===== src/hdl/dpec_pkg.sv =====
// Shared types and constants for the disc pair collision pipeline.
`default_nettype none
package dpec_pkg;

	// Velocity word and the four velocity components of a pair
	typedef logic signed [15:0] vel_t;

	typedef struct packed {
		vel_t ax;
		vel_t ay;
		vel_t bx;
		vel_t by;
	} vel4_t;

	typedef enum logic [1:0] {
		ST_APART      = 2'd0,
		ST_SEPARATING = 2'd1,
		ST_RESOLVED   = 2'd2,
		ST_COINCIDENT = 2'd3
	} status_t;

	// Data that rides alongside the dividers
	typedef struct packed {
		vel4_t   vel;
		status_t status;
		logic    neg_x;
		logic    neg_y;
	} side_t;

	// Quotient magnitude stays below 2^18 (Cauchy-Schwarz bound on k*d)
	localparam int DIV_STEPS = 18;
	localparam int NUM_W     = 47;
	localparam int DEN_W     = 29;

	// Stage map: s1..s5, then the divider steps, then the output register
	localparam int DIV_BASE   = 5;
	localparam int STG_OUT    = DIV_BASE + DIV_STEPS;
	localparam int PIPE_DEPTH = STG_OUT + 1;

	localparam logic [7:0] FRAME_RATE_RST = 8'd60;

endpackage
`default_nettype wire


===== src/hdl/dpec_div.sv =====
// Pipelined restoring divider, one quotient bit per stage.
`default_nettype none
module dpec_div (
	input  wire logic                             clk,
	input  wire logic [dpec_pkg::DIV_STEPS-1:0]   en,
	input  wire logic [dpec_pkg::NUM_W-1:0]       num,
	input  wire logic [dpec_pkg::DEN_W-1:0]       den,
	output logic      [dpec_pkg::DIV_STEPS-1:0]   quo
);
	import dpec_pkg::*;

	// remainder and divisor only travel between steps, not out of the last one
	logic [NUM_W-1:0]     rem_s [DIV_STEPS-1];
	logic [DEN_W-1:0]     den_s [DIV_STEPS-1];
	logic [DIV_STEPS-1:0] quo_s [DIV_STEPS];

	genvar g;
	generate
		for (g = 0; g < DIV_STEPS; g++) begin : g_step
			localparam int SH = DIV_STEPS - 1 - g;
			logic [NUM_W-1:0]     r_in;
			logic [DEN_W-1:0]     d_in;
			logic [DIV_STEPS-1:0] q_in;
			logic [NUM_W-1:0]     dsh;
			logic                 take;

			if (g == 0) begin : g_first
				assign r_in = num;
				assign d_in = den;
				assign q_in = '0;
			end else begin : g_next
				assign r_in = rem_s[g-1];
				assign d_in = den_s[g-1];
				assign q_in = quo_s[g-1];
			end

			// trial subtract of the shifted divisor
			assign dsh  = {{(NUM_W-DEN_W){1'b0}}, d_in} << SH;
			assign take = (r_in >= dsh);

			always_ff @(posedge clk) begin
				if (en[g]) begin
					quo_s[g] <= {q_in[DIV_STEPS-2:0], take};
				end
			end

			if (g < DIV_STEPS - 1) begin : g_carry
				always_ff @(posedge clk) begin
					if (en[g]) begin
						rem_s[g] <= take ? (r_in - dsh) : r_in;
						den_s[g] <= d_in;
					end
				end
			end
		end
	endgenerate

	assign quo = quo_s[DIV_STEPS-1];

endmodule
`default_nettype wire


===== config.mk =====
export PLATFORM = sky130hd
export DESIGN_NAME = dpec_div
export DESIGN_NICKNAME = d
export VERILOG_FILES = /design/src/hdl/dpec_pkg.sv /design/src/hdl/dpec_div.sv
export SDC_FILE = /design/constraint.sdc
export NUM_CORES = 2
export LEC_CHECK = 0
export BUFFER_PORTS_ARGS = -buffer_cell sky130_fd_sc_hd__buf_4
export CORE_ASPECT_RATIO = 2
export CORE_MARGIN = 2
export CORE_UTILIZATION = 58
export DETAILED_ROUTE_END_ITERATION = 10
export PLACE_DENSITY = 0.77
export SKIP_LAST_GASP = 1
export SYNTH_ARGS = -nofsm -noshare
export SYNTH_HDL_FRONTEND = slang
export SYNTH_SLANG_ARGS = --single-unit

===== constraint.sdc =====
create_clock -name clk -period 3.7 [get_ports clk]
set_input_delay 0.555 -clock clk [delete_from_list [all_inputs] [get_ports clk]]
set_output_delay 0.555 -clock clk [all_outputs]
set_load 0.01 [all_outputs]

==> flow_summary_export.csv <==
group,metric,value,unit
outcome,status,"finished, violations left",
outcome,violations,"negative setup slack",
yosys,synth_ff_type,"edfxtp_1",
clock_tree,clock_sink_count,1463,
grt,antenna_found_initial,2,
setup_path,reg2reg_to,"rem_s[2][138]",
yosys,ys_ff_latch,1463,
setup_path,required,4170,ps
floorplanning,dieArea,144000,µm²
placed_design,postPlaceCellArea,90900,µm²
floorplanning,design.core.area,140000,µm²
drt,drt_iter0_markers,3157,
sta,skew,76.6,ps
yosys,ys_top_cells_by_count,"edfxtp_1 (1,463), inv_1 (674), a21oi_1 (622)",
power,seq_power_share,0.337,
floorplanning,core.rowCount,194,
placed_design,post-place-ws,-681,ps
drt,viasPerCell,5.99,
sta,fin_crit_sh,1.07,
grt,grt_max_degree,91,
hold_path,worstHoldEndpoint,"den_s[0][3]",
run,cap_violations,0,
sta,rsz0062_at_grt,"true",
yosys,synth.distinct_cells,110,
power,internal_power,48400,µW
floorplanning,die_h,535,µm
placed_design,portBuffers,112,
cells_and_area,fin_area,98700,µm²
yosys,ys_top_cells_by_area,"edfxtp_1 (54%), ha_1 (8.0%), a21oi_1 (3.8%), xnor2_1 (3.6%), inv_1 (3.1%)",
clock_tree,clockRootBuffer,"clkbuf_16",
power,leakage,0.0404,µW
sta,worst_pin_slew,1240,ps
power,vdd.ir_drop.worst,0.000441,V
drt,route.detailed.drc,0,
drt,routedWlPerCell,24.2,µm
cells_and_area,syn2layout_area_growth,20.8,%
sta,setup_viol,62,
setup_path,reg2reg_from,"den_s[2][29]",
yosys,synth_area,81800,µm²
grt,gr-total-overflow,0,
yosys,yosysSeqAreaShare,0.537,
placed_design,hpwl,193,mm
hold_path,hold_path_depth,2,
yosys,synth_top_area_frac,0.537,
clock_tree,clk_latency,810,ps
setup_path,worst-setup-path-type,"reg -> reg",
power,powerDensity,788,nW/µm²
grt,grt.total_usage,0.336,
sta,worst_slack,-261,ps
yosys,synth_top_area_cell,"edfxtp_1",
sta,fmax,0.252,GHz
placed_design,place_congestion,0.980,
yosys,synth_edf_count,1463,
clock_tree,cts_max_level,4,
clock_tree,path_clk_slew,70,ps
setup_path,worstPathMaxFanout,6,
yosys,synth.most_common_cell,"edfxtp_1",
setup_path,critPathCaptureType,"flip-flop",
drt,dr.pass1.iters,5,
setup_path,worstPathArrival,4430,ps
hold_path,hold_start,"den[3]",
cells_and_area,regArea,43900,µm²
power,p_sw_frac,0.377,
clock_tree,max-clock-path-buffers,4,
cells_and_area,layout-drive-gt1-share,0.201,
yosys,async_reset_ff_frac,0,
yosys,synthCells,7321,
floorplanning,fp.dieW,269,µm
clock_tree,cts_tree,"done",
cells_and_area,layout.nets,8982,
cells_and_area,multi_input_area,36200,µm²
setup_path,start_kind,"flip-flop",
floorplanning,initial_utilization,0.585,
sta,hold_viol,0,
floorplanning,pin_count,113,
setup_path,rrSetupSlack,-260,ps
drt,vias,61758,
grt,grt_pass1_vias,66883,
yosys,syn_nets,7955,
sta,slew_headroom,0.168,
yosys,ys_warn_count,0,
sta,finalCriticalPeriod,3960,ps
grt,grt_pass1_wl,363,mm
power,clock_power_share,0.188,
sta,finalMaxSlewViolations,0,
power,combPwrFrac,0.475,
power,power.net_switching,29300,µW
yosys,syn_area_per_cell,11.2,µm²
drt,drt_wl_total,250,mm
cells_and_area,nFillCells,9726,
drt,antenna_left,0,
setup_path,rr_worst_depth,14,
hold_path,min_path_type,"in -> reg",
clock_tree,cts_buffers,139,
layout by cell type, fill, tap and decap left out, types with 46 or more instances in the layout:
cell type / n
a21oi_1: 580
nand4_1: 104
nor4_1: 73
a21o_1: 305
nor2_1: 449
xnor2_1: 337
a31oi_1: 46
xor2_1: 240
buf_12: 53
inv_1: 666
nor3_1: 93
nor2b_1: 72
buf_4: 942
and3_1: 49
o21bai_1: 63
mux2_2: 114
ha_1: 505
edfxtp_1: 1463
nand3_1: 123
clkbuf_16: 149
nand2b_1: 77
o21ai_0: 382
nand2_1: 511
o21a_1: 61
cell families (layout without fill, tap and decap cells):
kind of cell | Yosys count | count (layout) | synth area share
buffers and inverters | 875 | 1999 | 0.0417
flip-flops | 1463 | 1463 | 0.537
multiplexers | 136 | 136 | 0.0188
AND/OR/NAND/NOR | 1851 | 1851 | 0.112
adder cells (fa/ha/maj) | 539 | 539 | 0.0840
other | 0 | 1 | 0
AO/OA/AOI/OAI | 1878 | 1878 | 0.144
XOR/XNOR | 579 | 579 | 0.0620
cell type report:
class / instances / area share
clock inverters: 73 / 0.00838
inverters: 678 / 0.0258
multi-input cells: 4983 / 0.367
clock buffers: 165 / 0.0371
repair buffers: 1083 / 0.0933
flip-flops and latches: 1463 / 0.445
well taps: 1862 / 0.0236
diodes: 1 / 0.0000253
registers in the layout, summed over array words and instances (netlist names):
signal	flops
den_s	493
quo_s	171
rem_s	799
critical path: stages, from the launching register on:
cell and delay [ps]:
edfxtp_1 490, ha_4 200, inv_2 40, fa_2 360, a21o_1 170, a21o_1 210, a2111o_1 440, a221oi_4 330
a22oi_2 170, o31a_1 310, o31ai_4 340, buf_12 180, or3_4 170, nor3_2 50, xor2_1 150
how the worst max path moves through the flow:
stage	endpoint	cells after the start	startpoint	slack, ps
3_3_place_gp	rem_s[1][137]	16	rem_s[1][58]	-530
4_1_cts	rem_s[2][138]	15	rem_s[2][54]	-180
2_1_floorplan	rem_s[0][27]	15	num[17]	7
5_1_grt	rem_s[2][138]	14	den_s[2][29]	-340
6_report	rem_s[2][138]	14	den_s[2][29]	-260
3_5_place_dp	rem_s[1][136]	15	den_s[1][29]	-680
routing by layer:
layer,vias up,global-route usage,wire [µm]
met5,-,0,0
met4,0,0.420,39000
met3,1218,0.0318,6120
met2,1924,0.719,148000
met1,29694,0.196,57100
li1,28922,-,-
power by group through the flow:
stage / combinational, µW / sequential [µW] / clock (µW)
after global routing: 39900 / 26500 / 15300
after CTS: 35400 / 26000 / 14700
after detailed placement: 34400 / 26300 / 0
after floorplan: 21600 / 25500 / 0
after global placement: 33600 / 26200 / 0
final: 37000 / 26200 / 14600
stage by stage:
| step | utilization | total power [µW] | cells | hold slack (ps) | setup TNS [ps] |
|---|---|---|---|---|---|
| 2_1_floorplan | - | 47100 | 7321 | 400 | 0 |
| 4_1_cts | 0.693 | 76100 | 10242 | 0.567 | -5650 |
| 3_5_place_dp | 0.650 | 60700 | 9930 | 405 | -72470 |
| 5_1_grt | 0.706 | 81700 | 10307 | 18.7 | -15400 |
| 6_report | 0.706 | 77800 | 10308 | 26.4 | -5910 |
| 3_3_place_gp | 0.650 | 59800 | 9930 | 401 | -46380 |
timing repair:
item,4_1_cts,5_1_grt
setup buffers,28,67
hold buffers,44,0
cloned,5,8
resized for setup,179,273
pin swaps,70,98
endpoints found under the hold margin,44,0
setup endpoints to repair,411,449
No activity file was read; power rests on OpenSTA's default activity.
